### config.mk
export PLATFORM = sky130hd
export DESIGN_NAME = weather_sensor_frame_decoder_core_flat
export DESIGN_NICKNAME = d
export VERILOG_FILES = /design/src/wsfd_pkg.sv /design/src/wsfd_in_if.sv /design/src/wsfd_out_if.sv /design/src/weather_sensor_frame_decoder_core.sv /design/src/wsfd_assembler.sv /design/src/flat_wrapper.sv
export SDC_FILE = /design/constraint.sdc
export NUM_CORES = 1
export LEC_CHECK = 0
export BUFFER_PORTS_ARGS = -buffer_cell sky130_fd_sc_hd__buf_2
export CAP_MARGIN = 25
export CORE_ASPECT_RATIO = 1.4
export CORE_UTILIZATION = 65
export CTS_CLUSTER_SIZE = 20
export DETAILED_ROUTE_END_ITERATION = 7
export PLACE_DENSITY = 0.95
export SYNTH_ARGS = -nofsm -noshare
export SYNTH_HDL_FRONTEND = slang
export SYNTH_SLANG_ARGS = --single-unit
### constraint.sdc
create_clock -name clk -period 11.1 [get_ports clk]
set_clock_uncertainty 0.15 [all_clocks]
set_input_delay 0.555 -clock clk [delete_from_list [all_inputs] [get_ports clk]]
set_output_delay 0.555 -clock clk [all_outputs]
set_load 0.03 [all_outputs]
### src/wsfd_pkg.sv
// Shared types and constants for the weather sensor frame decoder.
`default_nettype none

package wsfd_pkg;

  localparam int FRAME_BITS = 36;
  localparam int POS_W      = $clog2(FRAME_BITS);

  typedef logic [POS_W-1:0] pos_t;

  // Bit positions inside the frame (LSB-first order).
  localparam pos_t POS_ID_LAST     = pos_t'(7);
  localparam pos_t POS_BATTERY     = pos_t'(8);
  localparam pos_t POS_STATUS_LAST = pos_t'(10);
  localparam pos_t POS_BUTTON      = pos_t'(11);
  localparam pos_t POS_TEMP_LAST   = pos_t'(23);
  localparam pos_t POS_HUM_LAST    = pos_t'(31);
  localparam pos_t POS_LAST        = pos_t'(FRAME_BITS - 1);

  localparam logic [3:0]  CHK_INIT      = 4'hF;
  localparam logic [1:0]  STATUS_BAD    = 2'd3;
  localparam logic [31:0] WINDOW_RESET  = 32'd1000000;
  // Duplicate compare ignores the button bit.
  localparam logic [31:0] DUP_MASK      = 32'hFFFF_F7FF;

  // Frame fields packed in frame bit order, bit 0 = id[0].
  typedef struct packed {
    logic [7:0]         humidity;
    logic signed [11:0] temperature;
    logic               button;
    logic [1:0]         status;
    logic               battery;
    logic [7:0]         id;
  } frame_t;

  // One accepted bit as seen by the assembler.
  typedef struct packed {
    logic en;
    logic in_stream;
    logic value;
  } bit_t;

  // Assembler verdict for the current bit.
  typedef struct packed {
    logic   good;
    frame_t frame;
  } asm_out_t;

endpackage

`default_nettype wire

### src/wsfd_in_if.sv
// Bit input channel interface.
`default_nettype none

interface wsfd_in_if;
  logic        valid;
  logic        ready;
  logic        bit_ok;
  logic        bit_contig;
  logic        bit_value;
  logic [31:0] time_us;

  modport source (output valid, output bit_ok, output bit_contig,
                  output bit_value, output time_us, input ready);
  modport sink   (input valid, input bit_ok, input bit_contig,
                  input bit_value, input time_us, output ready);
endinterface

`default_nettype wire

### src/wsfd_out_if.sv
// Decoded frame output channel interface.
`default_nettype none

interface wsfd_out_if;
  logic               valid;
  logic               ready;
  logic [7:0]         sensor_id;
  logic               battery_flag;
  logic [1:0]         frame_status;
  logic               button_flag;
  logic signed [11:0] temperature_tenths;
  logic [7:0]         humidity_raw;

  modport source (output valid, output sensor_id, output battery_flag,
                  output frame_status, output button_flag,
                  output temperature_tenths, output humidity_raw, input ready);
  modport sink   (input valid, input sensor_id, input battery_flag,
                  input frame_status, input button_flag,
                  input temperature_tenths, input humidity_raw, output ready);
endinterface

`default_nettype wire

### src/weather_sensor_frame_decoder_core.sv
// Top level of the weather sensor frame decoder: assembly, duplicate filter, output.
// Throughput: one bit transfer per cycle; in_ch.ready drops only while the skid holds a result.
// A reported frame is registered into the output register from its last bit's transfer, or into
// the skid register when it queues behind a stalled result.
// A frame is reported at most once every 36 bits, so the skid register is rarely used.
// Reset (rst_n low, synchronous): position 0, checksum 15, fields and last frame cleared,
// suppress window back to 1000000 us, output and skid registers empty.
`default_nettype none

module weather_sensor_frame_decoder_core (
  input  wire logic        clk,
  input  wire logic        rst_n,
  wsfd_in_if.sink          in_ch,
  wsfd_out_if.source       out_ch,
  input  wire logic        cfg_wr_en,
  input  wire logic [31:0] cfg_wr_data
);
  import wsfd_pkg::*;

  // Configuration register.
  logic [31:0] window_r;

  // Last good frame, kept whether reported or suppressed.
  frame_t      prev_frame_r;
  logic [31:0] prev_time_r;

  // Output register plus one skid entry.
  logic        out_valid_r, out_valid_nxt;
  frame_t      out_data_r,  out_data_nxt;
  logic        skid_valid_r, skid_valid_nxt;
  frame_t      skid_data_r,  skid_data_nxt;

  logic        in_fire;
  bit_t        bit_s;
  asm_out_t    asm_s;
  logic [31:0] elapsed;
  logic        is_dup;
  logic        emit;
  logic        out_pop;

  // Only the skid being full blocks input; a waiting result does not.
  assign in_ch.ready = !skid_valid_r;
  assign in_fire     = in_ch.valid && in_ch.ready;

  // Invalid bits are transfers that touch no state.
  assign bit_s.en        = in_fire && in_ch.bit_ok;
  assign bit_s.in_stream = in_ch.bit_contig;
  assign bit_s.value     = in_ch.bit_value;

  wsfd_assembler u_asm (
    .clk   (clk),
    .rst_n (rst_n),
    .bit_i (bit_s),
    .asm_o (asm_s)
  );

  // Duplicate filter: same frame (button ignored), button clear, inside window.
  assign elapsed = in_ch.time_us - prev_time_r;
  assign is_dup  = (((asm_s.frame ^ prev_frame_r) & DUP_MASK) == '0) &&
                   !asm_s.frame.button && (elapsed < window_r);
  assign emit    = asm_s.good && !is_dup;

  assign out_pop = out_valid_r && out_ch.ready;

  always_comb begin
    out_valid_nxt  = out_valid_r;
    out_data_nxt   = out_data_r;
    skid_valid_nxt = skid_valid_r;
    skid_data_nxt  = skid_data_r;
    if (skid_valid_r) begin
      // Input is stalled here, so no new result can arrive.
      if (out_pop) begin
        out_data_nxt   = skid_data_r;
        skid_valid_nxt = 1'b0;
      end
    end else if (!out_valid_r || out_pop) begin
      out_valid_nxt = emit;
      if (emit) begin
        out_data_nxt = asm_s.frame;
      end
    end else if (emit) begin
      skid_valid_nxt = 1'b1;
      skid_data_nxt  = asm_s.frame;
    end
  end

  always_ff @(posedge clk) begin
    if (!rst_n) begin
      window_r     <= WINDOW_RESET;
      prev_frame_r <= '0;
      prev_time_r  <= '0;
      out_valid_r  <= 1'b0;
      skid_valid_r <= 1'b0;
    end else begin
      if (cfg_wr_en) begin
        window_r <= cfg_wr_data;
      end
      if (asm_s.good) begin
        prev_frame_r <= asm_s.frame;
        prev_time_r  <= in_ch.time_us;
      end
      out_valid_r  <= out_valid_nxt;
      skid_valid_r <= skid_valid_nxt;
    end
  end

  // Payload registers, no reset needed.
  always_ff @(posedge clk) begin
    out_data_r  <= out_data_nxt;
    skid_data_r <= skid_data_nxt;
  end

  assign out_ch.valid              = out_valid_r;
  assign out_ch.sensor_id          = out_data_r.id;
  assign out_ch.battery_flag       = out_data_r.battery;
  assign out_ch.frame_status       = out_data_r.status;
  assign out_ch.button_flag        = out_data_r.button;
  assign out_ch.temperature_tenths = out_data_r.temperature;
  assign out_ch.humidity_raw       = out_data_r.humidity;

`ifndef SYNTHESIS
  a_skid_behind_out: assert property (@(posedge clk) disable iff (!rst_n)
    skid_valid_r |-> out_valid_r)
    else $error("skid holds a result while output register is empty");

  a_stall_to_skid: assert property (@(posedge clk) disable iff (!rst_n)
    (emit && out_valid_r && !out_ch.ready) |=> skid_valid_r)
    else $error("result lost while output stalled");

  a_no_bad_status: assert property (@(posedge clk) disable iff (!rst_n)
    out_valid_r |-> out_data_r.status != STATUS_BAD)
    else $error("frame with rejected status reported");

  a_emit_shows: assert property (@(posedge clk) disable iff (!rst_n)
    (emit && !skid_valid_r && (!out_valid_r || out_ch.ready)) |=> out_valid_r)
    else $error("reported frame not presented");
`endif

endmodule

`default_nettype wire

### src/wsfd_assembler.sv
// Frame assembler: bit position, field shifters and nibble checksum.
`default_nettype none

module wsfd_assembler (
  input  wire logic              clk,
  input  wire logic              rst_n,
  input  wire wsfd_pkg::bit_t    bit_i,
  output wsfd_pkg::asm_out_t     asm_o
);
  import wsfd_pkg::*;

  pos_t               pos_r, pos_nxt;
  logic [3:0]         nib_r, nib_nxt;
  logic [3:0]         chk_r, chk_nxt;
  frame_t             fr_r, fr_nxt;

  pos_t               pos;
  logic               first;
  logic [3:0]         nib_base, chk_base;
  frame_t             fr_base;

  always_comb begin
    // A gap in mid-frame restarts with this bit as bit 0.
    pos      = (pos_r != '0 && !bit_i.in_stream) ? '0 : pos_r;
    first    = (pos == '0);
    nib_base = first ? '0 : nib_r;
    chk_base = first ? CHK_INIT : chk_r;
    fr_base  = first ? '0 : fr_r;

    fr_nxt = fr_base;
    case (pos) inside
      [pos_t'(0):POS_ID_LAST]:                 fr_nxt.id = {bit_i.value, fr_base.id[7:1]};
      POS_BATTERY:                             fr_nxt.battery = bit_i.value;
      [POS_BATTERY+pos_t'(1):POS_STATUS_LAST]: fr_nxt.status = {bit_i.value, fr_base.status[1]};
      POS_BUTTON:                              fr_nxt.button = bit_i.value;
      [POS_BUTTON+pos_t'(1):POS_TEMP_LAST]:
        fr_nxt.temperature = {bit_i.value, fr_base.temperature[11:1]};
      [POS_TEMP_LAST+pos_t'(1):POS_HUM_LAST]:
        fr_nxt.humidity = {bit_i.value, fr_base.humidity[7:1]};
      default: ;
    endcase

    nib_nxt = {bit_i.value, nib_base[3:1]};
    chk_nxt = (pos[1:0] == 2'b11) ? chk_base - nib_nxt : chk_base;
    pos_nxt = (pos == POS_LAST) ? '0 : pos + pos_t'(1);

    asm_o.good  = bit_i.en && pos == POS_LAST && chk_nxt == '0 &&
                  fr_nxt.status != STATUS_BAD;
    asm_o.frame = fr_nxt;
  end

  always_ff @(posedge clk) begin
    if (!rst_n) begin
      pos_r <= '0;
      nib_r <= '0;
      chk_r <= CHK_INIT;
      fr_r  <= '0;
    end else if (bit_i.en) begin
      pos_r <= pos_nxt;
      nib_r <= nib_nxt;
      chk_r <= chk_nxt;
      fr_r  <= fr_nxt;
    end
  end

`ifndef SYNTHESIS
  a_pos_range: assert property (@(posedge clk) disable iff (!rst_n)
    pos_r <= POS_LAST)
    else $error("bit position beyond frame end");

  a_good_wraps: assert property (@(posedge clk) disable iff (!rst_n)
    asm_o.good |=> pos_r == '0)
    else $error("good frame did not return position to zero");

  a_idle_holds: assert property (@(posedge clk) disable iff (!rst_n)
    !bit_i.en |=> $stable(pos_r))
    else $error("bit position moved without a valid bit");
`endif

endmodule

`default_nettype wire

### src/flat_wrapper.sv
// flat-port wrapper written by rule: the top's interface ports become plain ports
module weather_sensor_frame_decoder_core_flat import wsfd_pkg::*;
  (clk, rst_n, cfg_wr_en, cfg_wr_data, in_ch_valid, in_ch_bit_ok, in_ch_bit_contig, in_ch_bit_value, in_ch_time_us, in_ch_ready, out_ch_valid, out_ch_sensor_id, out_ch_battery_flag, out_ch_frame_status, out_ch_button_flag, out_ch_temperature_tenths, out_ch_humidity_raw, out_ch_ready);
  wsfd_in_if in_ch_i ();
  wsfd_out_if out_ch_i ();
  input  wire logic clk;
  input  wire logic rst_n;
  input  wire logic cfg_wr_en;
  input  wire logic [31:0] cfg_wr_data;
  input wire logic [$bits(in_ch_i.valid)-1:0] in_ch_valid;
  input wire logic [$bits(in_ch_i.bit_ok)-1:0] in_ch_bit_ok;
  input wire logic [$bits(in_ch_i.bit_contig)-1:0] in_ch_bit_contig;
  input wire logic [$bits(in_ch_i.bit_value)-1:0] in_ch_bit_value;
  input wire logic [$bits(in_ch_i.time_us)-1:0] in_ch_time_us;
  output wire logic [$bits(in_ch_i.ready)-1:0] in_ch_ready;
  output wire logic [$bits(out_ch_i.valid)-1:0] out_ch_valid;
  output wire logic [$bits(out_ch_i.sensor_id)-1:0] out_ch_sensor_id;
  output wire logic [$bits(out_ch_i.battery_flag)-1:0] out_ch_battery_flag;
  output wire logic [$bits(out_ch_i.frame_status)-1:0] out_ch_frame_status;
  output wire logic [$bits(out_ch_i.button_flag)-1:0] out_ch_button_flag;
  output wire logic [$bits(out_ch_i.temperature_tenths)-1:0] out_ch_temperature_tenths;
  output wire logic [$bits(out_ch_i.humidity_raw)-1:0] out_ch_humidity_raw;
  input wire logic [$bits(out_ch_i.ready)-1:0] out_ch_ready;
  assign in_ch_i.valid = in_ch_valid;
  assign in_ch_i.bit_ok = in_ch_bit_ok;
  assign in_ch_i.bit_contig = in_ch_bit_contig;
  assign in_ch_i.bit_value = in_ch_bit_value;
  assign in_ch_i.time_us = in_ch_time_us;
  assign in_ch_ready = in_ch_i.ready;
  assign out_ch_valid = out_ch_i.valid;
  assign out_ch_sensor_id = out_ch_i.sensor_id;
  assign out_ch_battery_flag = out_ch_i.battery_flag;
  assign out_ch_frame_status = out_ch_i.frame_status;
  assign out_ch_button_flag = out_ch_i.button_flag;
  assign out_ch_temperature_tenths = out_ch_i.temperature_tenths;
  assign out_ch_humidity_raw = out_ch_i.humidity_raw;
  assign out_ch_i.ready = out_ch_ready;
  weather_sensor_frame_decoder_core u_core (.clk(clk), .rst_n(rst_n), .in_ch(in_ch_i), .out_ch(out_ch_i), .cfg_wr_en(cfg_wr_en), .cfg_wr_data(cfg_wr_data));
endmodule
==> flow_metrics.tcl <==
set metrics [dict create \
    status "finished, final reports clean" \
    synth-edff-count 64 \
    ir_drop_mv 0.126 \
    antenna_found_initial 0 \
    synthesis.nets 1435 \
    rr_endpoint "u_core.skid_data_r[8]" \
    core_um2 16700 \
    crit_cells 23 \
    drt_iter0_drc 832 \
    cellPowerDensity_nw_per_um2 129 \
    drcViolationCount 0 \
    start_util 0.663 \
    cellLeakagePower_nw 4.78 \
    postLayoutSetupSlackWorst_ps 4950 \
    grt_pass1_vias 9664 \
    overflow 0 \
    tightest_slew_ps 1060 \
    max-cap-violations 0 \
    synth-seq-cells 206 \
    place_hpwl_mm 19.1 \
    reg2reg_slack_ps 4950 \
    syn_inst 1292 \
    dieArea_um2 17600 \
    yosysUniqueCellTypes 71 \
    fillCellCount 1127 \
    slew_violations 0 \
    drive_above_1_share 0.123 \
    tns_ps 0 \
    startpoint "u_core.prev_time_r[0]" \
    hold_viol 0 \
    firstDrtPassIters 6 \
    path_class "reg -> reg" \
    cts_buffers 20 \
    nets 1510 \
    final_cell_mix "nand2_1, dfxtp_1, a21oi_1" \
    power.total_w 0.00160 \
    cts_buffer_depth 3 \
    critPathRequiredTime_ps 11130 \
    wl_per_cell_um 17.6 \
    seq_area_frac_synth 0.429 \
    worstPathCellList "ha_1 > inv_1 > fa_1 > a211oi_1 > o21ai_0 > o2111a_1 > o211ai_1 > a31oi_1 > a2111oi_0 > o21ai_0 > a21oi_1 > xnor2_1 > ha_1 > nand3_1 > nor2_1 > nand2_1 > nor3_1 > nor4b_1 > a2111oi_0 > nand4_1 > o21ai_2 > nor3b_2 > buf_4" \
    ctsResizeCount 0 \
    h-tree-depth 1 \
    placedCellCount 1546 \
    diodes 0 \
    async_flop_share 0 \
    post_cts_buffers 0 \
    fmax_mhz 163 \
    final_antenna_net_count 0 \
    grt_pass1_wl_mm 44.6 \
    dieHeight_um 157 \
    cts_tree "built" \
    place.port_buffers 105 \
    finalNonFillerCells 1583 \
    num_rows 56 \
    crit_family "compound AO/OA/AOI/OAI gates" \
    endpoint_kind "flip-flop" \
    worstHoldPathType "in -> reg" \
    relSlewSlack 0.292 \
    synth_flop_cell "dfxtp_1" \
    yosysWarnings 0 \
    ctsHoldBuffers 0 \
    globalplace.congestion 0.914 \
    worst-path-max-fanout 20 \
    grt_util_all_layers 0.315 \
    cts_root_buf "clkbuf_16" \
    timing.rr.start "u_core.prev_time_r[0]" \
    io_pins 106 \
    period_needed_ps 6150 \
    critPathLaunchType "flip-flop" \
    endpoint "u_core.skid_data_r[8]" \
    routed_wl_mm 27.8 \
    regArea_um2 4760 \
    cts.sinks 206 \
    cp.arrival_ps 6180 \
    netlist_area_um2 11100 \
    cp_num_buf_inv 2 \
    dp_slack_ps 4170 \
    clk_latency_ps 510 \
    grt_max_degree 105 \
    fin_hold_ws_ps 126 \
    final-setup-viol-count 0 \
    post_drt_via_cell_ratio 6.23 \
    clk_pin_slew_ps 70 \
    syn_avg_cell_area_um2 8.60 \
    final_common_cell "nand2_1" \
    slowest_stage "fa_1" \
    fin_crit_sh 0.554 \
    area_delta_synth_final_pct 11.5 \
    multi_input_comb_area_um2 5760 \
    chipWidth_um 112 \
    slowest_delay_ps 410 \
    rsz0062_at_grt "no" \
    reg2regPathDepth 23 \
    num_vias 9859 \
]
Yosys cell counts, types with 5 or more instances:
| master | number | area [um^2] |
|---|---|---|
| nand2_1 | 263 | 987 |
| dfxtp_1 | 142 | 2840 |
| a21oi_1 | 141 | 706 |
| nor2_1 | 94 | 353 |
| inv_1 | 88 | 330 |
| ha_1 | 69 | 863 |
| edfxtp_1 | 64 | 1920 |
| mux2i_1 | 51 | 510 |
| clkbuf_1 | 36 | 135 |
| o21ai_0 | 31 | 155 |
| xor2_1 | 24 | 210 |
| xnor2_1 | 23 | 201 |
| a21o_1 | 21 | 158 |
| buf_2 | 21 | 105 |
| o31ai_1 | 21 | 158 |
| nand3_1 | 20 | 100 |
| nor3_1 | 17 | 85.1 |
| o211ai_1 | 11 | 82.6 |
| nand4_1 | 10 | 62.6 |
| o21a_1 | 10 | 75.1 |
| a211oi_1 | 9 | 67.6 |
| mux2_2 | 9 | 101 |
| nand2b_1 | 9 | 56.3 |
| nor4_1 | 9 | 56.3 |
| o22ai_1 | 9 | 56.3 |
| buf_1 | 8 | 30.0 |
| a22o_1 | 5 | 43.8 |
| nor2b_1 | 5 | 31.3 |
worst min-delay path, delay by kind of cell:
family	cells	cell delay [ps]
buffers and inverters	1	70
multiplexers	1	50
AND/OR/NAND/NOR	1	70
metrics by stage:
| step | instance area, um^2 | util |
|---|---|---|
| finish | 12400 | 0.740 |
| global route | 12400 | 0.740 |
| CTS | 12300 | 0.737 |
| detailed placement | 11700 | 0.701 |
| global placement | 11700 | 0.700 |
| floorplan | 11100 | - |
power breakdown:
group / total (W) / internal, W / switching, W
sequential: 0.000786 / 0.000781 / 0.00000576
combinational: 0.000168 / 0.0000695 / 0.0000988
clock: 0.000649 / 0.000363 / 0.000285
total: 0.00160 / 0.00121 / 0.000390
state kept, by name (all words and copies together), names as in the netlist:
register and count:
u_core.out_ch.button_flag 1, u_core.out_ch.frame_status 2, u_core.window_r 32, u_core.out_ch.valid 1
u_core.u_asm.pos_r 6, u_core.out_ch.sensor_id 8, u_core.prev_frame_r 31, u_core.out_ch.humidity_raw 8
u_core.prev_time_r 32, u_core.out_ch.battery_flag 1, u_core.skid_data_r 32, u_core.u_asm.fr_r 32
u_core.skid_valid_r 1, u_core.out_ch.temperature_tenths 12, u_core.u_asm.nib_r 3, u_core.u_asm.chk_r 4
routing by layer:
metal | global-route usage | up-vias | wire (um)
met5 | 0 | - | 0
met4 | 0.222 | 0 | 1880
met3 | 0.0492 | 161 | 2100
met2 | 0.571 | 524 | 13900
met1 | 0.334 | 4555 | 9930
li1 | - | 4619 | -
area by class of cell:
type / instances / share of cell area
clock buffers: 27 / 0.0433
multi-input cells: 931 / 0.465
well taps: 203 / 0.0205
inverters: 89 / 0.0271
clock inverters: 8 / 0.00586
flip-flops and latches: 206 / 0.385
repair buffers: 119 / 0.0538
cell families (layout without fill, tap and decap cells):
kind of cell / after synthesis / after routing / synth area share
flops: 206 / 206 / 0.429
mux: 60 / 60 / 0.0551
simple gates: 456 / 456 / 0.176
buf+inv: 155 / 243 / 0.0548
compound gates: 297 / 297 / 0.167
xor+xnor: 47 / 47 / 0.0370
fa+ha+maj: 71 / 71 / 0.0813
worst min path at each step:
| stage | slack [ps] | cells after the start | from | endpoint |
|---|---|---|---|---|
| 2_1_floorplan | 280 | 2 | u_core.u_asm.nib_r[1] | u_core.u_asm.nib_r[1] |
| 3_3_place_gp | 290 | 2 | u_core.prev_time_r[6] | u_core.prev_time_r[6] |
| 3_5_place_dp | 290 | 2 | u_core.prev_time_r[23] | u_core.prev_time_r[23] |
| 4_1_cts | 130 | 3 | cfg_wr_data[15] | u_core.window_r[15] |
| 5_1_grt | 130 | 3 | cfg_wr_data[16] | u_core.window_r[16] |
| 6_report | 130 | 3 | cfg_wr_data[15] | u_core.window_r[15] |
Power figures use the tool's default switching activity.
